[src/rtl/slrp_pkg.sv]
// ----------------------------------------------------------------------------
// slrp_pkg
// Shared constants, cell data types and the arctangent table of the slerp core.
// ----------------------------------------------------------------------------
package slrp_pkg;

	// number formats and step counts
	localparam int FRAC_BITS       = 14;
	localparam int TRIG_ITERATIONS = 16;
	localparam int STEP_W          = $clog2(TRIG_ITERATIONS);
	localparam int SQRT_STEPS      = 31;
	localparam int DIV_STEPS       = 42;
	localparam int LATENCY         = 3 + SQRT_STEPS + TRIG_ITERATIONS + 1 +
		TRIG_ITERATIONS + DIV_STEPS + 3;

	// square root cell data: partial remainder, root so far, radicand bits left
	typedef struct packed {
		logic [33:0] rem;
		logic [30:0] root;
		logic [61:0] rad;
	} sq_t;

	// cordic cell data, angles in Q30 radians
	typedef struct packed {
		logic signed [33:0] x;
		logic signed [33:0] y;
		logic signed [32:0] z;
	} cd_t;

	// divider cell data: remainder, quotient so far, dividend bits left, divisor
	typedef struct packed {
		logic [32:0] rem;
		logic [41:0] quo;
		logic [41:0] dvd;
		logic [31:0] den;
	} dv_t;

	// atan(2^-i) in Q30, rounded to nearest
	function automatic logic [30:0] atan_q30(input logic [STEP_W-1:0] idx);
		logic [30:0] v;
		case (idx)
			4'd0:    v = 31'd843314857;
			4'd1:    v = 31'd497837829;
			4'd2:    v = 31'd263043837;
			4'd3:    v = 31'd133525159;
			4'd4:    v = 31'd67021687;
			4'd5:    v = 31'd33543516;
			4'd6:    v = 31'd16775851;
			4'd7:    v = 31'd8388437;
			4'd8:    v = 31'd4194283;
			4'd9:    v = 31'd2097149;
			4'd10:   v = 31'd1048576;
			4'd11:   v = 31'd524288;
			4'd12:   v = 31'd262144;
			4'd13:   v = 31'd131072;
			4'd14:   v = 31'd65536;
			4'd15:   v = 31'd32768;
			default: v = 31'd0;
		endcase
		return v;
	endfunction

endpackage

[src/rtl/slrp_cordic_cell.sv]
// ----------------------------------------------------------------------------
// slrp_cordic_cell
// One cordic micro-rotation, vectoring or rotation by the mode input.
// ----------------------------------------------------------------------------
module slrp_cordic_cell import slrp_pkg::*; (
	input  logic              clk,
	input  logic              vectoring,
	input  logic [STEP_W-1:0] step,
	input  cd_t               d_in,
	output cd_t               d_out
);

	logic signed [33:0] xi;
	logic signed [33:0] yi;
	logic signed [32:0] zi;
	logic signed [33:0] dx;
	logic signed [33:0] dy;
	logic signed [32:0] ang;
	logic               up;
	cd_t                nxt;
	cd_t                d_q;

	// direction from the sign of y (vectoring) or of z (rotation)
	always_comb begin
		xi  = d_in.x;
		yi  = d_in.y;
		zi  = d_in.z;
		dx  = yi >>> step;
		dy  = xi >>> step;
		ang = $signed({2'b00, atan_q30(step)});
		up  = vectoring ? (yi[33] || (yi == '0)) : !zi[32];
		if (up) begin
			nxt.x = xi - dx;
			nxt.y = yi + dy;
			nxt.z = zi - ang;
		end else begin
			nxt.x = xi + dx;
			nxt.y = yi - dy;
			nxt.z = zi + ang;
		end
	end

	always_ff @(posedge clk) begin
		d_q <= nxt;
	end

	assign d_out = d_q;

endmodule

[config.mk]
export PLATFORM = sky130hd
export DESIGN_NAME = slrp_cordic_cell
export DESIGN_NICKNAME = d
export VERILOG_FILES = /design/src/rtl/slrp_pkg.sv /design/src/rtl/slrp_cordic_cell.sv
export SDC_FILE = /design/constraint.sdc
export NUM_CORES = 1
export LEC_CHECK = 0
export ABC_CLOCK_PERIOD_IN_PS = 12900
export BUFFER_PORTS_ARGS = -buffer_cell sky130_fd_sc_hd__buf_4
export CAP_MARGIN = 25
export CELL_PAD_IN_SITES_DETAIL_PLACEMENT = 1
export CELL_PAD_IN_SITES_GLOBAL_PLACEMENT = 1
export CORE_ASPECT_RATIO = 1.25
export CORE_UTILIZATION = 45
export DETAILED_ROUTE_END_ITERATION = 6
export PLACE_DENSITY = 0.88
export SETUP_SLACK_MARGIN = 0.1
export SLEW_MARGIN = 0
export SYNTH_ARGS = -nofsm -noshare
export SYNTH_HDL_FRONTEND = slang
export SYNTH_SLANG_ARGS = --single-unit
[constraint.sdc]
create_clock -name clk -period 12.9 [get_ports clk]
set_input_delay 2.58 -clock clk [delete_from_list [all_inputs] [get_ports clk]]
set_output_delay 2.58 -clock clk [all_outputs]
set_load 0.005 [all_outputs]
==> results.md <==
* Drt first pass iters at 6
* Max FFs per register at 101
* Worst vdd ir at 0.00007567 V
* Largest net degree at the start of global routing at 84
* Initial Util at 45.75%
* Post-synth EDFFs at 0
* Pleak at 6.701 nW
* Hold path cells at 2
* Crit path kind: in -> reg
* Crit. End Element: flop
* ANT cells at 0
* Area delta synth->final at 14.49%
* Initial detailed-routing violation count at 1028
* Yosys reg bits at 101
* Seq/Total Area, Yosys at 15.11%
* Syn nets at 1832
* Clock tree buffer depth at 2
* Total GRT Usage at 31.25%
* Post-Syn Area at 13380 um2
* CP required at 13.16 ns
* Run status: complete, no violations
* Root Buffer: clkbuf_16
* Hpwl dp at 36870 um
* Crit-path slowest cell: buf_4
* Sink of the worst hold path: d_out[33]$_DFF_P_
* Routed Antenna Nets at 0
* Num CTS Buffers at 9
* Aggregate global routing overflow at 0
* Vias at 13800
* Avg Cell Area, Syn at 8.281 um2
* Final slew viol count at 0
* GP Congestion at 0.9527
* H-tree depth at 3
* Nets at 1975
* DRC at 0
* Tmin final at 9.448 ns
* Setup TNS Final at 0 ns
* Fillers at 3618
* Final period util at 73.24%
* Critical path fanouts, max at 57
* Die W at 156.2 um
* # IOs at 208
* Critical Path Max Stage Delay at 0.78 ns
* Rows at 70
* Normalized max-slew margin at 26.87%
* Synth Flop Type: dfxtp_1
* WHS at 2.477 ns
* RSZ-0062 raised after global routing: no
* Layout cells sized above 1 at 19.56%
* IO Port Bufs at 207
* Max cap viols at 0
* Most frequent cells in the layout: buf_4, nand2_1, nor2_1
* Design area at 15320 um2
* Initial antenna violation count at 0
* Non-filler cells, final at 2160
* CTS Hold Bufs at 0
* Core box area at 29250 um2
* Synth warnings at 0
* Min-delay src: d_in[33]
* Mapped Cells at 1616
* Final Hold Fails at 0
* CP bufs+invs at 4
* Wire length per cell at 21.99 um
* Fmax at 105.8 MHz
* First-pass GRT wire length at 75390 um
* # setup viols final at 0
* Critical path's top delay family: compound AO/OA/AOI/OAI gates
* Most common cell after layout, fill and taps aside: buf_4
* # resized after CTS at 0
* WP data arrival at 9.71 ns
* Routed vias/inst at 6.387
* Setup bufs post-CTS at 0
* Die Ht at 194.8 um
* Clock transition at the registers of the reported paths at 0.08 ns
* WL final at 47490 um
* FF/Latch Area at 2022 um2
* Multi-input combinational cell area at 10700 um2
* Critical Path Most Common Cell: o21ai_0
* CP Cell Sequence: buf_4 > buf_4 > inv_2 > ha_1 > nand2_1 > nand2_1 > o21ai_0 > ha_1 > and3_1 > inv_1 > o21ai_0 > xor2_1 > ha_1 > a21o_1 > a21o_1 > a2111oi_0 > o32ai_1 > a31oi_1 > o21ai_0 > a2111oi_0 > or2_2 > o21ai_0 > xor2_1
* CTS Sinks at 101
* Power density over the cells at 128.8 nW/um2
* CTS tree: yes
* Cell variety after synth at 87
* Hold WC Path Type: in -> reg
* Total Die Area at 30440 um2
* DP Cell Count at 2144
* Async SR Flop Fraction at 0%
* Startpoint Class: primary input
* Slew @ Worst Pin at 1.080 ns
* Post-DP Area at 15040 um2
* Vias in the first global route at 14320
-- worst max-delay path by stage --
stage          startpoint           endpoint  slack [ns]  depth (start not counted)
2_1_floorplan     step[1]  d_out[31]$_DFF_P_        4.46                         28
3_3_place_gp      step[0]  d_out[31]$_DFF_P_        3.57                         23
3_5_place_dp      step[0]  d_out[31]$_DFF_P_        3.26                         23
4_1_cts           step[0]  d_out[31]$_DFF_P_        3.64                         23
5_1_grt           step[0]  d_out[31]$_DFF_P_        2.86                         23
6_report          step[0]  d_out[31]$_DFF_P_        3.45                         23
-- layout make-up --
| class | instances | area share, % |
|---|---|---|
| Sequential cell | 101 | 13.20 |
| Clock inverter | 5 | 0.2776 |
| Inverter | 53 | 1.298 |
| Clock buffer | 11 | 1.584 |
| Timing Repair Buffer | 216 | 10.58 |
| Tap cell | 396 | 3.234 |
| Multi-Input combinational cell | 1378 | 69.83 |
-- metal layers --
layer / track usage [%] / wire length (um)
met1: 36.12 / 18360
met2: 53.36 / 23350
met3: 4.928 / 2855
met4: 19.83 / 2932
met5: 0 / 0
-- per-stage QoR --
stage	power, W	setup slack [ns]	util (%)
after CTS	0.001975	3.645	52.38
final	0.001974	3.452	52.38
after floorplan	0.001223	4.461	-
after detailed placement	0.001689	3.259	51.40
after global placement	0.001638	3.568	51.40
after global routing	0.002109	2.861	52.38
-- cell families (layout without fill, tap and decap cells) --
kind of cell	after synthesis	in the layout	share of synthesized area (%)
compound gates	474	474	22.52
xor+xnor	164	164	10.73
fa+ha+maj	109	109	10.36
buf+inv	137	285	5.039
flops	101	101	15.11
mux	161	161	20.04
simple gates	470	470	16.20
-- synth_stat cells, types with 25 or more instances --
cell type / number / area [um2]
a21o_1: 47 / 352.8
a21oi_1: 136 / 680.7
a31oi_1: 37 / 231.5
clkbuf_1: 41 / 153.9
dfxtp_1: 101 / 2022
ha_1: 106 / 1326
inv_1: 50 / 187.7
mux2_2: 37 / 416.7
mux2i_1: 49 / 490.5
mux4_2: 52 / 1171
nand2_1: 163 / 611.8
nand3_1: 25 / 125.1
nor2_1: 141 / 529.3
nor3_1: 39 / 195.2
o21a_1: 28 / 210.2
o21ai_0: 101 / 505.5
xnor2_1: 97 / 849.6
xor2_1: 67 / 586.8
-- report_power, final --
group	internal, W	switching [W]
Sequential	0.000462	0.0000464
Combinational	0.000564	0.000626
Clock	0.000138	0.000137
Total	0.00116	0.000809
Power figures use the tool's default switching activity.
