===== src/rtl/slrp_pkg.sv =====
// ----------------------------------------------------------------------------
// slrp_pkg
// Shared constants, cell data types and the arctangent table of the slerp core.
// ----------------------------------------------------------------------------
package slrp_pkg;

	// number formats and step counts
	localparam int FRAC_BITS       = 14;
	localparam int TRIG_ITERATIONS = 16;
	localparam int STEP_W          = $clog2(TRIG_ITERATIONS);
	localparam int SQRT_STEPS      = 31;
	localparam int DIV_STEPS       = 42;
	localparam int LATENCY         = 3 + SQRT_STEPS + TRIG_ITERATIONS + 1 +
		TRIG_ITERATIONS + DIV_STEPS + 3;

	// square root cell data: partial remainder, root so far, radicand bits left
	typedef struct packed {
		logic [33:0] rem;
		logic [30:0] root;
		logic [61:0] rad;
	} sq_t;

	// cordic cell data, angles in Q30 radians
	typedef struct packed {
		logic signed [33:0] x;
		logic signed [33:0] y;
		logic signed [32:0] z;
	} cd_t;

	// divider cell data: remainder, quotient so far, dividend bits left, divisor
	typedef struct packed {
		logic [32:0] rem;
		logic [41:0] quo;
		logic [41:0] dvd;
		logic [31:0] den;
	} dv_t;

	// atan(2^-i) in Q30, rounded to nearest
	function automatic logic [30:0] atan_q30(input logic [STEP_W-1:0] idx);
		logic [30:0] v;
		case (idx)
			4'd0:    v = 31'd843314857;
			4'd1:    v = 31'd497837829;
			4'd2:    v = 31'd263043837;
			4'd3:    v = 31'd133525159;
			4'd4:    v = 31'd67021687;
			4'd5:    v = 31'd33543516;
			4'd6:    v = 31'd16775851;
			4'd7:    v = 31'd8388437;
			4'd8:    v = 31'd4194283;
			4'd9:    v = 31'd2097149;
			4'd10:   v = 31'd1048576;
			4'd11:   v = 31'd524288;
			4'd12:   v = 31'd262144;
			4'd13:   v = 31'd131072;
			4'd14:   v = 31'd65536;
			4'd15:   v = 31'd32768;
			default: v = 31'd0;
		endcase
		return v;
	endfunction

endpackage


===== src/rtl/slrp_div_cell.sv =====
// ----------------------------------------------------------------------------
// slrp_div_cell
// One restoring division step: one quotient bit per cell.
// ----------------------------------------------------------------------------
module slrp_div_cell import slrp_pkg::*; (
	input  logic clk,
	input  dv_t  d_in,
	output dv_t  d_out
);

	logic [32:0] rem_sh;
	dv_t         nxt;
	dv_t         d_q;

	// shift in the next dividend bit and subtract where it fits
	always_comb begin
		rem_sh  = {d_in.rem[31:0], d_in.dvd[41]};
		nxt.dvd = {d_in.dvd[40:0], 1'b0};
		nxt.den = d_in.den;
		if (rem_sh >= {1'b0, d_in.den}) begin
			nxt.rem = rem_sh - {1'b0, d_in.den};
			nxt.quo = {d_in.quo[40:0], 1'b1};
		end else begin
			nxt.rem = rem_sh;
			nxt.quo = {d_in.quo[40:0], 1'b0};
		end
	end

	always_ff @(posedge clk) begin
		d_q <= nxt;
	end

	assign d_out = d_q;

endmodule


===== config.mk =====
export PLATFORM = sky130hd
export DESIGN_NAME = slrp_div_cell
export DESIGN_NICKNAME = d
export VERILOG_FILES = /design/src/rtl/slrp_pkg.sv /design/src/rtl/slrp_div_cell.sv
export SDC_FILE = /design/constraint.sdc
export NUM_CORES = 1
export LEC_CHECK = 0
export ABC_AREA = 1
export BUFFER_PORTS_ARGS = -buffer_cell sky130_fd_sc_hd__buf_2
export CAP_MARGIN = 20
export CORE_MARGIN = 10
export CORE_UTILIZATION = 47
export DETAILED_ROUTE_END_ITERATION = 10
export PLACE_DENSITY_LB_ADDON = 0.25
export SYNTH_ARGS = -nofsm -noshare
export SYNTH_HDL_FRONTEND = slang
export SYNTH_SLANG_ARGS = --single-unit

===== constraint.sdc =====
create_clock -name clk -period 1.7 [get_ports clk]
set_input_delay 0.085 -clock clk [delete_from_list [all_inputs] [get_ports clk]]
set_output_delay 0.085 -clock clk [all_outputs]
set_load 0.01 [all_outputs]

==> summary.txt <==
Critical path
  – CP peak stage delay: ~550 ps
  – Crit path DAT: 1950 ps
  – Worst EP required: 2020 ps
  – Critical Path End Type: flop
  – Cell family with most CP delay: buffers and inverters
  – Critical path class: in -> reg
  – CP Buf/Inv Count: 3
  – Crit path launch type: primary input
  – Slowest cell on crit path: dlygate4sd3_1
  – CP max FO: 19
  – CP Cell Sequence: dlygate4sd3_1 > buf_2 > nor3_2 > nand2_1 > nor3_2 > nand2_4 > buf_4 > nand3_1 > nand2_1

GRT
  – Initial antenna violation count: 2
  – Largest net degree at the start of global routing: 37
  – Total track usage: between 30% and 40%
  – Grt total ovfl: 0
  – First-pass GRT wire length: between 40000 and 50000 microns
  – Number of global-route vias before repair: 7697

STA
  – RSZ-0062 raised after global routing: no
  – Fin. Hold Viols: 0
  – Period minus WS final: 1630 ps
  – Final cycle utilization of the critical path: 96.0%
  – Final setup viols: 0
  – Slew Limit Fails: 0
  – Max Clk Rate: between 600 and 700 MHz

Cells and area
  – Register area: 2960 sq um
  – Area growth from synthesis to layout: 68.1%
  – Fillers: about 850
  – Post-layout util: 80.4%
  – Final Net Count: between 1500 and 2000
  – Multi-input gate area: about 2700 sq um
  – Max reg flops: 148
  – Proportion of layout cells with a drive suffix above 1: 33.7%

Flow run
  – Max cap viols: 0

Pwr
  – Total chip power: 10.3 mW
  – Peak supply drop: approximately 640 uV
  – P per Cell Area: 970 nW/um^2
  – Logic pwr share: around a quarter
  – Clock power frac: roughly 39%
  – LEAKAGE: between 5 and 6 nW
  – Share of power burned in registers: roughly 38%
  – Sw power: 3.18 mW
  – Net switching fraction of the power: 30.9%
  – Int Power: about 7 mW

Logic synthesis
  – Synthesized net count: slightly above 1000
  – Sequential area share after synthesis: a little under half
  – Netlist cell types: 31
  – Post-Syn Instances: about 830
  – Ys Warns: 0
  – Top cell type's share of synthesized area: roughly 47%
  – Synth Cell Area: approximately 6300 sq um
  – Avg Inst Size Synth: 7.62 sq um
  – Yosys top cell by area: dfxtp_1
  – Synth top area cells: dfxtp_1, nand2_1, inv_1
  – Register bit total from synthesis: about 150

Die
  – Die X: roughly 140 microns
  – IO Pins: approximately 300
  – Starting Density: 47.8%
  – Core area: ~13000 sq um
  – Chip height: ~140 microns
  – Die area: 18500 sq um
  – Cell Rows: between 40 and 50

Hold path
  – Hold crit path type: in -> reg

CTS
  – CTS Buf Count: 17
  – CTS Root Cell: clkbuf_16
  – H-tree depth: 4
  – Postcts setup bufs: 0
  – CTS Buffer Depth: 2
  – CTS tree: yes
  – CTS Sinks: around 150
  – Clock Pin Slew Worst Setup and Hold Paths: 70 ps

Detailed routing
  – First-pass iteration count of the detailed router: 5
  – Final wirelength: about 28000 microns
  – DRC: 0
  – Antenna-violating nets left: 0
  – Initial drt markers: between 400 and 500
  – Detailed-route vias per instance: approximately 4.7
  – DR WL/cell: roughly 18 microns
  – Vias post-DR: about 7200

Placed design
  – Port Buffers: a little under 300
  – GP Congestion: roughly 0.94
  – Detail Placement HPWL: roughly 19000 microns

Outcome
  – Outcome: completed
## cells in the mapped netlist
library cell / instances
nor3_2: 2
and2_1: 8
ha_1: 32
nor3_1: 9
nand4_1: 2
inv_2: 15
nand2_1: 284
nand3b_1: 11
nand2_8: 1
xor2_1: 14
a21oi_1: 20
inv_1: 145
nand2_2: 12
buf_6: 2
buf_4: 3
buf_12: 1
nor2_2: 3
nor3_4: 1
nand2_4: 1
fa_1: 1
dfxtp_1: 148
o21ai_0: 2
buf_2: 4
conb_1: 1
or2_2: 2
clkinv_1: 1
a21o_1: 1
nor2_1: 32
nor2_4: 3
nand3_2: 15
nand3_1: 52
## power by group through the flow
| stage | logic, mW | clock network [mW] | registers (mW) |
|---|---|---|---|
| floorplan | 0.929 | 0 | 4.09 |
| global placement | 2.06 | 0 | 3.90 |
| detailed placement | 2.08 | 0 | 3.91 |
| CTS | 2.37 | 3.97 | 3.84 |
| global route | 2.67 | 4.13 | 3.88 |
| finish | 2.44 | 3.99 | 3.86 |
## metal layers
metal	global-route usage (%)	part of all wire, %
met5	0	0.046
met4	13.9	4.3
met3	8.56	7.9
met2	53.1	50
met1	32.6	38
## cells in the final DEF (no fill, tap or decap)
cell and n:
inv_8 3, nand2_8 1, clkinv_4 1, inv_1 145, clkinv_1 1, dlygate4sd3_1 146, nor2_1 32, buf_4 78
bufinv_16 2, nor2_2 3, o21ai_0 2, inv_6 5, nor3_4 1, nand2_1 284, nor3_1 9, clkinvlp_4 1
buf_2 295, conb_1 1, a21oi_1 20, clkinv_2 1, nand2_2 12, xor2_1 14, and2_1 8, nand3_1 52
or2_2 2, nand3_2 15, ha_1 32, clkinv_8 2, a21o_1 1, nor3_2 2, diode_2 1, nand3b_1 11
dfxtp_1 148, fa_1 1, inv_2 15, clkbuf_16 17, nand4_1 2, buf_6 1, nand2_4 2, nor2_4 3
## through the flow
step | instance area (sq um) | hold slack [ps] | worst slack (ps) | instances | TNS (ps)
floorplan | 6310 | 113 | 142 | 828 | 0
CTS | 10600 | 3.14 | 138 | 1546 | 0
detailed placement | 8520 | 189 | -217 | 1368 | -5500
finish | 10600 | 7.33 | 67.9 | 1548 | 0
global placement | 8520 | 187 | -161 | 1368 | -4010
global route | 10600 | 30.4 | 15.5 | 1548 | 0
## area by class of cell
type	count	area share [%]
repair buffers	520	33.3
diodes	1	0.0236
multi-input cells	510	25.2
flip-flops and latches	148	27.9
clock buffers	17	4.01
well taps	176	2.08
clock inverters	15	1.80
inverters	161	5.70
## logic make-up after synthesis
kind of cell,Yosys count,share of synthesized area [%]
adder cells (fa/ha/maj),33,6.66
other,1,0.0594
buffers and inverters,171,10.9
AO/OA/AOI/OAI,23,1.86
XOR/XNOR,14,1.94
flip-flops,148,46.9
AND/OR/NAND/NOR,438,31.6
## path summary, 6_finish.rpt
| path | from | endpoint | slack, ps | depth (start not counted) |
|---|---|---|---|---|
| setup / recovery | d_in[147] | d_out[130]$_DFF_P_ | 70 | 9 |
| hold / removal | d_in[145] | d_out[146]$_DFF_P_ | 7 | 4 |
## repair_timing
item                                    CTS  global route
hold buffers                            146             0
hold endpoints to repair                146             0
resized for setup                         0             1
endpoints found under the setup margin    0             1
No activity file was read; power rests on OpenSTA's default activity.
