<file path="src/rtl/slrp_pkg.sv">
// ----------------------------------------------------------------------------
// slrp_pkg
// Shared constants, cell data types and the arctangent table of the slerp core.
// ----------------------------------------------------------------------------
package slrp_pkg;

	// number formats and step counts
	localparam int FRAC_BITS       = 14;
	localparam int TRIG_ITERATIONS = 16;
	localparam int STEP_W          = $clog2(TRIG_ITERATIONS);
	localparam int SQRT_STEPS      = 31;
	localparam int DIV_STEPS       = 42;
	localparam int LATENCY         = 3 + SQRT_STEPS + TRIG_ITERATIONS + 1 +
		TRIG_ITERATIONS + DIV_STEPS + 3;

	// square root cell data: partial remainder, root so far, radicand bits left
	typedef struct packed {
		logic [33:0] rem;
		logic [30:0] root;
		logic [61:0] rad;
	} sq_t;

	// cordic cell data, angles in Q30 radians
	typedef struct packed {
		logic signed [33:0] x;
		logic signed [33:0] y;
		logic signed [32:0] z;
	} cd_t;

	// divider cell data: remainder, quotient so far, dividend bits left, divisor
	typedef struct packed {
		logic [32:0] rem;
		logic [41:0] quo;
		logic [41:0] dvd;
		logic [31:0] den;
	} dv_t;

	// atan(2^-i) in Q30, rounded to nearest
	function automatic logic [30:0] atan_q30(input logic [STEP_W-1:0] idx);
		logic [30:0] v;
		case (idx)
			4'd0:    v = 31'd843314857;
			4'd1:    v = 31'd497837829;
			4'd2:    v = 31'd263043837;
			4'd3:    v = 31'd133525159;
			4'd4:    v = 31'd67021687;
			4'd5:    v = 31'd33543516;
			4'd6:    v = 31'd16775851;
			4'd7:    v = 31'd8388437;
			4'd8:    v = 31'd4194283;
			4'd9:    v = 31'd2097149;
			4'd10:   v = 31'd1048576;
			4'd11:   v = 31'd524288;
			4'd12:   v = 31'd262144;
			4'd13:   v = 31'd131072;
			4'd14:   v = 31'd65536;
			4'd15:   v = 31'd32768;
			default: v = 31'd0;
		endcase
		return v;
	endfunction

endpackage

</file>
<file path="src/rtl/slrp_sqrt_cell.sv">
// ----------------------------------------------------------------------------
// slrp_sqrt_cell
// One digit step of the integer square root: one root bit per cell.
// ----------------------------------------------------------------------------
module slrp_sqrt_cell import slrp_pkg::*; (
	input  logic clk,
	input  sq_t  d_in,
	output sq_t  d_out
);

	logic [33:0] rem_sh;
	logic [33:0] trial;
	sq_t         nxt;
	sq_t         d_q;

	// bring down the next pair and try the next root bit
	always_comb begin
		rem_sh = {d_in.rem[31:0], d_in.rad[61:60]};
		trial  = {1'b0, d_in.root, 2'b01};
		nxt.rad = {d_in.rad[59:0], 2'b00};
		if (rem_sh >= trial) begin
			nxt.rem  = rem_sh - trial;
			nxt.root = {d_in.root[29:0], 1'b1};
		end else begin
			nxt.rem  = rem_sh;
			nxt.root = {d_in.root[29:0], 1'b0};
		end
	end

	always_ff @(posedge clk) begin
		d_q <= nxt;
	end

	assign d_out = d_q;

endmodule

</file>
<file path="config.mk">
export PLATFORM = sky130hd
export DESIGN_NAME = slrp_sqrt_cell
export DESIGN_NICKNAME = d
export VERILOG_FILES = /design/src/rtl/slrp_pkg.sv /design/src/rtl/slrp_sqrt_cell.sv
export SDC_FILE = /design/constraint.sdc
export NUM_CORES = 1
export LEC_CHECK = 0
export CELL_PAD_IN_SITES_DETAIL_PLACEMENT = 1
export CELL_PAD_IN_SITES_GLOBAL_PLACEMENT = 1
export CORE_ASPECT_RATIO = 1.25
export CORE_MARGIN = 8
export CORE_UTILIZATION = 41
export CTS_CLUSTER_DIAMETER = 120
export DETAILED_ROUTE_END_ITERATION = 16
export DONT_BUFFER_PORTS = 1
export PLACE_DENSITY_LB_ADDON = 0.12
export SETUP_SLACK_MARGIN = 0.1
export SYNTH_ARGS = -nofsm -noshare
export SYNTH_HDL_FRONTEND = slang
export SYNTH_SLANG_ARGS = --single-unit
</file>
<file path="constraint.sdc">
create_clock -name clk -period 2.77 [get_ports clk]
set_clock_uncertainty 0.2 [all_clocks]
set_input_delay 0.277 -clock clk [delete_from_list [all_inputs] [get_ports clk]]
set_output_delay 0.277 -clock clk [all_outputs]
set_load 0.005 [all_outputs]
</file>
==> results.sh, run 1 <==
export IMPL_synthTopCellsByArea="sky130_fd_sc_hd__dfxtp_1 50%, sky130_fd_sc_hd__ha_1 8.3%, sky130_fd_sc_hd__a21oi_1 4.0%"
export IMPL_synth_async_reset_ratio=0
export IMPL_critical_path_max_fanout=3
export IMPL_detail_route_first_pass_iterations=4
export IMPL_final_nets=830
export IMPL_via_per_inst=5.26
export IMPL_post_cts_setup_buffers=0
export IMPL_avgSynthCellArea_um2=9.76
export IMPL_floorplan_die_height_um=139
export IMPL_hold_class="primary input to flop"
export IMPL_n_fill_cell=1297
export IMPL_irDropWorstVdd_uv=369
export IMPL_post_synth_inst_count=508
export IMPL_max_clock_freq_mhz=385
export IMPL_critical_path_most_common_cell="sky130_fd_sc_hd__o21ai_0"
export IMPL_die_area_um2=15900
export IMPL_worst_ep_arrival_time_ps=2720
export IMPL_worst_setup_path_end_kind="flop"
export IMPL_post_route_drc_count=0
export IMPL_drive_above_1_share=0.128
export IMPL_grt_first_pass_wirelength_mm=31.2
export IMPL_clock_tree_root_cell="sky130_fd_sc_hd__clkbuf_16"
export IMPL_finalMaxSlewViolations=0
export IMPL_die_x_um=114
export IMPL_timing_critical_path_cells="inv_1, ha_1, nor2b_4, o31a_1, o21ai_0, a21boi_0, o21ai_0, a21oi_1, o21a_1, o31ai_1"
export IMPL_final_period_utilization=0.937
export IMPL_areaGrowthSynthToFinish_pct=44.7
export IMPL_synth_seq_area_share=0.505
export IMPL_yosys_warnings=0
export IMPL_worst_path_max_delay_cell="sky130_fd_sc_hd__ha_1"
export IMPL_pin_count_of_the_biggest_net_entering_global_routing=20
export IMPL_clock_path_buffers=2
export IMPL_critPathMaxStageDelay_ps=360
export IMPL_max_cap_violations=0
export IMPL_synth_edf_count=0
export IMPL_cts_hold_buffers_added=122
export IMPL_report_final_hold_viol_count=2
export IMPL_drt_first_iter_violations=199
export IMPL_global_route_usage_total=0.260
export IMPL_worstSetupStartpointType="primary input"
export IMPL_grt_setup_unrepaired="false"
export IMPL_cts_htree_levels=4
export IMPL_initial_core_utilization=0.413
export IMPL_post_synth_top_area_fraction=0.505
export IMPL_worst_hold_slack_ps=-239
export IMPL_totalWireLength_mm=20.7
export IMPL_worst_slack_ps=174
export IMPL_gr_total_overflow=0
export IMPL_p_per_area_nw_per_um2=749
export IMPL_clk_pin_slew_worst_paths_ps=60
export IMPL_cts_sinks=125
export IMPL_antenna_violations_before_repair=1
export IMPL_worst_endpoint_required_ps=2890
export IMPL_placeableCoreArea_um2=12000
export IMPL_static_leakage_power_nw=3.23
export IMPL_unique_masters_post_synth=58
export IMPL_outcome="complete, but fails checks"
export IMPL_flip_flop_count_of_the_largest_register_after_layout=125
export IMPL_regArea_um2=2500
export IMPL_synth_most_common_cell="sky130_fd_sc_hd__dfxtp_1"
export IMPL_route_detailed_wl_per_inst_um=24.5
export IMPL_io_pins=255
export IMPL_gp_congestion=0.791
export IMPL_total_of_flip_flops_plus_latches_after_synthesis=125
export IMPL_fin_tns_setup_ps=0
export IMPL_cts_tree="yes"
export IMPL_area_of_the_multi_input_gates_um2=2190
export IMPL_first_global_vias=5034
export IMPL_dp_worst_setup_slack_ps=-95.3
export IMPL_final_area_um2=7170
export IMPL_setup_viol=0
export IMPL_finalCriticalPeriod_ps=2600
export IMPL_drt_antenna_violating_nets=0
export IMPL_postPlaceCellArea_um2=5340
export IMPL_std_cell_rows=45
export IMPL_numCtsBuffers=17
export IMPL_port_buffers=0
export IMPL_synth_largest_area_cell="sky130_fd_sc_hd__dfxtp_1"
export IMPL_vias=4457
export IMPL_ys_top_cells_by_count="125 x sky130_fd_sc_hd__dfxtp_1, 43 x sky130_fd_sc_hd__inv_1, 40 x sky130_fd_sc_hd__a21oi_1, 38 x sky130_fd_sc_hd__nor2_1, 37 x sky130_fd_sc_hd__nand2_1"
export IMPL_failed_checks="negative hold slack"
export IMPL_ys_dominant_reg_cell="sky130_fd_sc_hd__dfxtp_1"
export IMPL_worstSetupPathType="primary input to flop"
export IMPL_dp_hpwl_mm=12.3
export IMPL_synth_cell_area_um2=4960
-- critical path: cells and delay by family --
kind	cells	cell delay, ps
compound gates	7	1880
fa+ha+maj	1	360
buf+inv	1	40
simple gates	1	150
-- kinds of logic after synthesis --
kind of cell	Yosys count	synth area share
AOI/OAI and AO/OA	133	0.184
DFF	125	0.505
muxes	3	0.00631
adders and majority gates	33	0.0833
other	1	0.000757
and+or+nand+nor	131	0.126
buffers and inverters	60	0.0563
xor gates and xnor gates	22	0.0389
-- cell type report --
cell class | instances | share of cell area
Multi-Input combinational cell | 324 | 0.305
Clock inverter | 15 | 0.0241
Inverter | 44 | 0.0230
Antenna cell | 1 | 0.000349
Clock buffer | 17 | 0.0593
Timing Repair Buffer | 157 | 0.210
Sequential cell | 125 | 0.349
Tap cell | 164 | 0.0286
-- final timing paths --
path     start  cells after the start                 end
max   d_in[62]                     10  d_out[103]$_DFF_P_
min   d_in[60]                      1   d_out[93]$_DFF_P_
-- power by group --
group / leakage, nW / switching (mW) / internal (mW)
registers: 1.05 / 0.129 / 1.99
logic: 1.88 / 0.491 / 0.440
clock network: 0.290 / 0.970 / 1.36
total: 3.23 / 1.59 / 3.79
-- metrics by stage --
stage,util,cells,total power [mW]
floorplan,-,509,2.63
global placement,0.445,692,2.86
detailed placement,0.445,692,2.88
CTS,0.597,846,5.32
global route,0.598,847,5.57
finish,0.598,847,5.38
-- placed cells by master (no fill, tap or decap), types with 3 or more instances in the layout --
cell and count:
sky130_fd_sc_hd__nand3_1 13, sky130_fd_sc_hd__and4_1 3, sky130_fd_sc_hd__buf_4 33, sky130_fd_sc_hd__a21o_1 16, sky130_fd_sc_hd__a31oi_1 4, sky130_fd_sc_hd__or3_1 6
sky130_fd_sc_hd__nand4_1 6, sky130_fd_sc_hd__o21a_1 4, sky130_fd_sc_hd__nand2b_1 4, sky130_fd_sc_hd__nand2_1 37, sky130_fd_sc_hd__o31ai_1 6, sky130_fd_sc_hd__nor3_1 10
sky130_fd_sc_hd__ha_1 33, sky130_fd_sc_hd__xor2_1 12, sky130_fd_sc_hd__nor2_1 38, sky130_fd_sc_hd__a211oi_1 7, sky130_fd_sc_hd__o211ai_1 5, sky130_fd_sc_hd__dlygate4sd3_1 122
sky130_fd_sc_hd__xnor2_1 10, sky130_fd_sc_hd__and3_1 5, sky130_fd_sc_hd__o21ai_0 22, sky130_fd_sc_hd__a21oi_1 40, sky130_fd_sc_hd__clkbuf_16 17, sky130_fd_sc_hd__a21oi_2 4
sky130_fd_sc_hd__inv_6 7, sky130_fd_sc_hd__inv_1 43, sky130_fd_sc_hd__dfxtp_1 125
-- repair_timing --
action	in CTS	in global routing
endpoints found under the hold margin	124	2
resized for setup	0	1
setup endpoints to repair	0	12
-- layer usage --
layer  vias up  track usage  wire, um
met5         -            0         0
met2       205        0.493     11300
met1      2117        0.241      7200
met4         0        0.110       637
met3        48       0.0937      1630
li1       2087            -         -
Power figures use the tool's default switching activity.
==> inputs of run 2 (changes only) <==
--- a/config.mk
+++ b/config.mk
@@ -9,7 +9,8 @@
 export CELL_PAD_IN_SITES_GLOBAL_PLACEMENT = 1
 export CORE_ASPECT_RATIO = 1.25
 export CORE_MARGIN = 8
-export CORE_UTILIZATION = 41
+export CORE_UTILIZATION = 42
+export CTS_BUF_LIST = sky130_fd_sc_hd__clkbuf_8
 export CTS_CLUSTER_DIAMETER = 120
 export DETAILED_ROUTE_END_ITERATION = 16
 export DONT_BUFFER_PORTS = 1
==> results.sh, run 2 (same netlist as run 1, synthesis figures left out) <==
export IMPL_floorplan_die_height_um=137
export IMPL_static_leakage_power_nw=3.11
export IMPL_totalWireLength_mm=18.7
export IMPL_antenna_violations_before_repair=0
export IMPL_dp_worst_setup_slack_ps=-145
export IMPL_grt_first_pass_wirelength_mm=28.6
export IMPL_cts_tree="yes"
export IMPL_critical_path_max_fanout=13
export IMPL_worst_ep_arrival_time_ps=2670
export IMPL_die_x_um=113
export IMPL_detail_route_first_pass_iterations=4
export IMPL_n_antenna_cell=0
export IMPL_irDropWorstVdd_uv=294
export IMPL_port_buffers=0
export IMPL_failed_checks="negative hold slack"
export IMPL_worst_slack_ps=234
export IMPL_gp_congestion=0.802
export IMPL_route_detailed_wl_per_inst_um=23.0
export IMPL_hold_class="primary input to flop"
export IMPL_io_pins=255
export IMPL_regArea_um2=2500
export IMPL_drt_antenna_violating_nets=0
export IMPL_layout_common_cells="125 x sky130_fd_sc_hd__dfxtp_1, 122 x sky130_fd_sc_hd__dlygate4sd3_1, 43 x sky130_fd_sc_hd__inv_1"
export IMPL_via_per_inst=5.34
export IMPL_p_per_area_nw_per_um2=674
export IMPL_timing_critical_path_cells="inv_1, ha_1, nor2b_4, o31a_1, o31ai_2, a21oi_2, o211a_4, o21ai_4, inv_2, buf_4, mux2i_1, nor2_1"
export IMPL_finalMaxSlewViolations=0
export IMPL_cts_sinks=125
export IMPL_dp_hpwl_mm=12.1
export IMPL_cts_htree_levels=4
export IMPL_first_global_vias=4930
export IMPL_pin_count_of_the_biggest_net_entering_global_routing=24
export IMPL_worstSetupPathType="primary input to flop"
export IMPL_final_period_utilization=0.915
export IMPL_clk_pin_slew_worst_paths_ps=90
export IMPL_dp_cells=662
export IMPL_n_fill_cell=1270
export IMPL_clock_tree_root_cell="sky130_fd_sc_hd__clkbuf_8"
export IMPL_drt_first_iter_violations=198
export IMPL_numCtsBuffers=17
export IMPL_max_cap_violations=0
export IMPL_critPathMaxStageDelay_ps=350
export IMPL_drive_above_1_share=0.122
export IMPL_final_cell_count_no_fill=816
export IMPL_area_of_the_multi_input_gates_um2=2180
export IMPL_gr_total_overflow=0
export IMPL_global_route_usage_total=0.242
export IMPL_cts_hold_buffers_added=122
export IMPL_max_clock_freq_mhz=394
export IMPL_outcome="complete, but fails checks"
export IMPL_placeableCoreArea_um2=11600
export IMPL_flip_flop_count_of_the_largest_register_after_layout=125
export IMPL_areaGrowthSynthToFinish_pct=38.8
export IMPL_final_nets=826
export IMPL_mostFrequentLayoutCell="sky130_fd_sc_hd__dfxtp_1"
export IMPL_setup_viol=0
export IMPL_worst_setup_path_end_kind="flop"
export IMPL_vias=4360
export IMPL_initial_core_utilization=0.429
export IMPL_post_route_drc_count=0
export IMPL_report_final_hold_viol_count=2
export IMPL_std_cell_rows=44
export IMPL_die_area_um2=15600
export IMPL_worst_endpoint_required_ps=2900
export IMPL_worst_path_max_delay_cell="sky130_fd_sc_hd__ha_1"
export IMPL_grt_setup_unrepaired="false"
export IMPL_post_cts_resized=0
export IMPL_worstSetupStartpointType="primary input"
export IMPL_clock_path_buffers=2
export IMPL_finalCriticalPeriod_ps=2540
export IMPL_worst_hold_slack_ps=-254
-- run 2: path summary, 6_finish.rpt --
| check | startpoint | end | slack, ps | cells after the start |
|---|---|---|---|---|
| worst max-delay path | d_in[62] | d_out[121]$_DFF_P_ | 230 | 12 |
| worst min-delay path | d_in[60] | d_out[93]$_DFF_P_ | -250 | 1 |
-- run 2: stage by stage --
step,setup TNS [ps],instance area [um2],util,power (mW),hold slack (ps)
global placement,-469,5260,0.455,2.85,105
CTS,0,6880,0.595,4.60,-294
floorplan,0,4960,-,2.63,105
finish,0,6880,0.595,4.64,-254
global route,0,6880,0.595,4.85,-285
detailed placement,-1730,5260,0.455,2.86,105
-- run 2: cell type report --
class	instances	share of cell area
Clock buffer	18	0.0360
Timing Repair Buffer	153	0.213
Multi-Input combinational cell	324	0.317
Sequential cell	125	0.364
Clock inverter	14	0.0213
Inverter	44	0.0240
Tap cell	138	0.0251
-- run 2: repair_timing --
| action | CTS | global route |
|---|---|---|
| hold endpoints to repair | 124 | 2 |
| setup endpoints to repair | 0 | 0 |
| buffers inserted | 0 | 0 |
-- run 2: worst max-delay path: cells and delay by family --
kind / cells / cell delay (ps)
adders and majority gates: 1 / 350
and+or+nand+nor: 2 / 230
buffers and inverters: 3 / 320
AOI/OAI and AO/OA: 5 / 1280
muxes: 1 / 200
-- run 2: layer usage --
layer / track usage / part of all wire / up-vias
met5: 0 / 0 / -
met4: 0.108 / 0.030 / 0
met3: 0.0868 / 0.082 / 31
met2: 0.449 / 0.53 / 188
met1: 0.238 / 0.36 / 2061
li1: - / - / 2080
-- run 2: where the power goes --
| group | switching, mW | total, mW | internal (mW) |
|---|---|---|---|
| combinational | 0.465 | 0.886 | 0.421 |
| clock | 0.872 | 1.64 | 0.768 |
| sequential | 0.124 | 2.11 | 1.98 |
==> inputs of run 3 (changes only) <==
--- a/config.mk
+++ b/config.mk
@@ -10,7 +10,7 @@
 export CORE_ASPECT_RATIO = 1.25
 export CORE_MARGIN = 8
 export CORE_UTILIZATION = 42
-export CTS_BUF_LIST = sky130_fd_sc_hd__clkbuf_8
+export CTS_BUF_LIST = sky130_fd_sc_hd__clkbuf_4
 export CTS_CLUSTER_DIAMETER = 120
 export DETAILED_ROUTE_END_ITERATION = 16
 export DONT_BUFFER_PORTS = 1
==> results.sh, run 3 (same netlist as run 1, synthesis figures left out) <==
export IMPL_initial_core_utilization=0.429
export IMPL_n_fill_cell=1268
export IMPL_grt_first_pass_wirelength_mm=27.1
export IMPL_timing_critical_path_cells="dlygate4sd3_1, ha_4, and4_1, and3_1, a21oi_1, a31o_2, nand2_1, o21ai_4, inv_2, buf_4, mux2i_1, nor2_1"
export IMPL_failed_checks="negative hold slack"
export IMPL_postPlaceCellArea_um2=5260
export IMPL_worst_endpoint_required_ps=3000
export IMPL_outcome="complete, but fails checks"
export IMPL_power_share_clock=0.303
export IMPL_critPathMaxStageDelay_ps=610
export IMPL_power_share_combinational=0.206
export IMPL_net_switching_power_mw=1.40
export IMPL_worst_ep_arrival_time_ps=2840
export IMPL_p_sw_frac=0.327
export IMPL_vias=4295
export IMPL_floorplan_die_height_um=137
export IMPL_global_route_usage_total=0.229
export IMPL_static_leakage_power_nw=3.07
export IMPL_fin_tns_setup_ps=0
export IMPL_die_area_um2=15600
export IMPL_worst_path_max_delay_cell="sky130_fd_sc_hd__dlygate4sd3_1"
export IMPL_hold_class="primary input to flop"
export IMPL_worstSetupPathType="primary input to flop"
export IMPL_cts_tree="yes"
export IMPL_via_per_inst=5.26
export IMPL_drive_above_1_share=0.128
export IMPL_port_buffers=0
export IMPL_io_pins=255
export IMPL_gp_congestion=0.802
export IMPL_numCtsBuffers=17
export IMPL_grt_setup_unrepaired="true"
export IMPL_std_cell_rows=44
export IMPL_setup_viol=0
export IMPL_worst_hold_slack_ps=-342
export IMPL_dp_hpwl_mm=12.1
export IMPL_p_int_mw=2.89
export IMPL_drt_first_iter_violations=170
export IMPL_report_final_hold_viol_count=3
export IMPL_max_clock_freq_mhz=384
export IMPL_post_route_drc_count=0
export IMPL_route_detailed_wl_per_inst_um=22.4
export IMPL_first_global_vias=4817
export IMPL_clock_tree_root_cell="sky130_fd_sc_hd__clkbuf_4"
export IMPL_antenna_violations_before_repair=1
export IMPL_totalWireLength_mm=18.3
export IMPL_p_per_area_nw_per_um2=631
export IMPL_finalCriticalPeriod_ps=2600
export IMPL_cts_sinks=125
export IMPL_die_x_um=113
export IMPL_critical_path_max_fanout=13
export IMPL_worst_setup_path_end_kind="flop"
export IMPL_flip_flop_count_of_the_largest_register_after_layout=125
export IMPL_gr_total_overflow=0
export IMPL_clock_path_buffers=2
export IMPL_pin_count_of_the_biggest_net_entering_global_routing=24
export IMPL_final_area_um2=6800
export IMPL_layout_common_cells="125 x sky130_fd_sc_hd__dfxtp_1, 122 x sky130_fd_sc_hd__dlygate4sd3_1, 43 x sky130_fd_sc_hd__inv_1"
export IMPL_placeableCoreArea_um2=11600
export IMPL_mostFrequentLayoutCell="sky130_fd_sc_hd__dfxtp_1"
export IMPL_final_nets=826
export IMPL_detail_route_first_pass_iterations=4
export IMPL_final_period_utilization=0.940
export IMPL_p_total_mw=4.29
export IMPL_irDropWorstVdd_uv=259
export IMPL_worstSetupStartpointType="primary input"
export IMPL_clk_pin_slew_worst_paths_ps=140
export IMPL_drt_antenna_violating_nets=0
export IMPL_finalMaxSlewViolations=0
export IMPL_cts_htree_levels=4
export IMPL_max_cap_violations=0
export IMPL_seq_power_share=0.491
export IMPL_areaGrowthSynthToFinish_pct=37.2
==> run 3: routing by layer <==
| layer | vias up | track usage | share of wire |
|---|---|---|---|
| li1 | 2083 | - | - |
| met1 | 2012 | 0.217 | 0.35 |
| met2 | 170 | 0.438 | 0.55 |
| met3 | 30 | 0.0803 | 0.077 |
| met4 | 0 | 0.0935 | 0.029 |
| met5 | - | 0 | 0 |
==> run 3: worst paths after layout <==
path / slack, ps / to / depth (start not counted) / from
setup / recovery: 170 / d_out[121]$_DFF_P_ / 12 / d_in[118]
hold / removal: -340 / d_out[93]$_DFF_P_ / 1 / d_in[60]
==> run 3: power groups by stage <==
stage | Sequential, mW | Combinational (mW) | Clock, mW
after floorplan | 2.10 | 0.534 | 0
after global placement | 2.15 | 0.697 | 0
after detailed placement | 2.15 | 0.714 | 0
after CTS | 2.11 | 0.861 | 1.30
after global routing | 2.12 | 0.977 | 1.41
final | 2.11 | 0.885 | 1.30
==> run 3: what timing repair did <==
item / CTS / global route
endpoints found under the setup margin: 0 / 29
gates resized for setup: 0 / 7
buffers inserted: 0 / 0
hold endpoints to repair: 124 / 6
hold buffers: 118 / 4
==> run 3: final cells by class <==
cell class                      count  area (um2)  area share
Clock buffer                       17         128      0.0188
Tap cell                          138         173      0.0254
Timing Repair Buffer              153        1470       0.216
Antenna cell                        1        2.50    0.000368
Inverter                           44         165      0.0243
Sequential cell                   125        2500       0.368
Clock inverter                     15         150      0.0221
Multi-Input combinational cell    324        2210       0.325
==> run 3: through the flow <==
step                utilization  hold slack (ps)  setup slack, ps  instances
CTS                       0.581             -457              181        812
global placement          0.455              105            -88.2        662
floorplan                     -              105              156        509
global route              0.588             -376             69.9        817
finish                    0.588             -342              165        817
detailed placement        0.455              105             -145        662
==> run 3: worst max-delay path, delay by kind of cell <==
| kind | cells | cell delay [ps] |
|---|---|---|
| compound gates | 3 | 430 |
| fa+ha+maj | 1 | 310 |
| buf+inv | 3 | 950 |
| mux | 1 | 210 |
| simple gates | 4 | 650 |
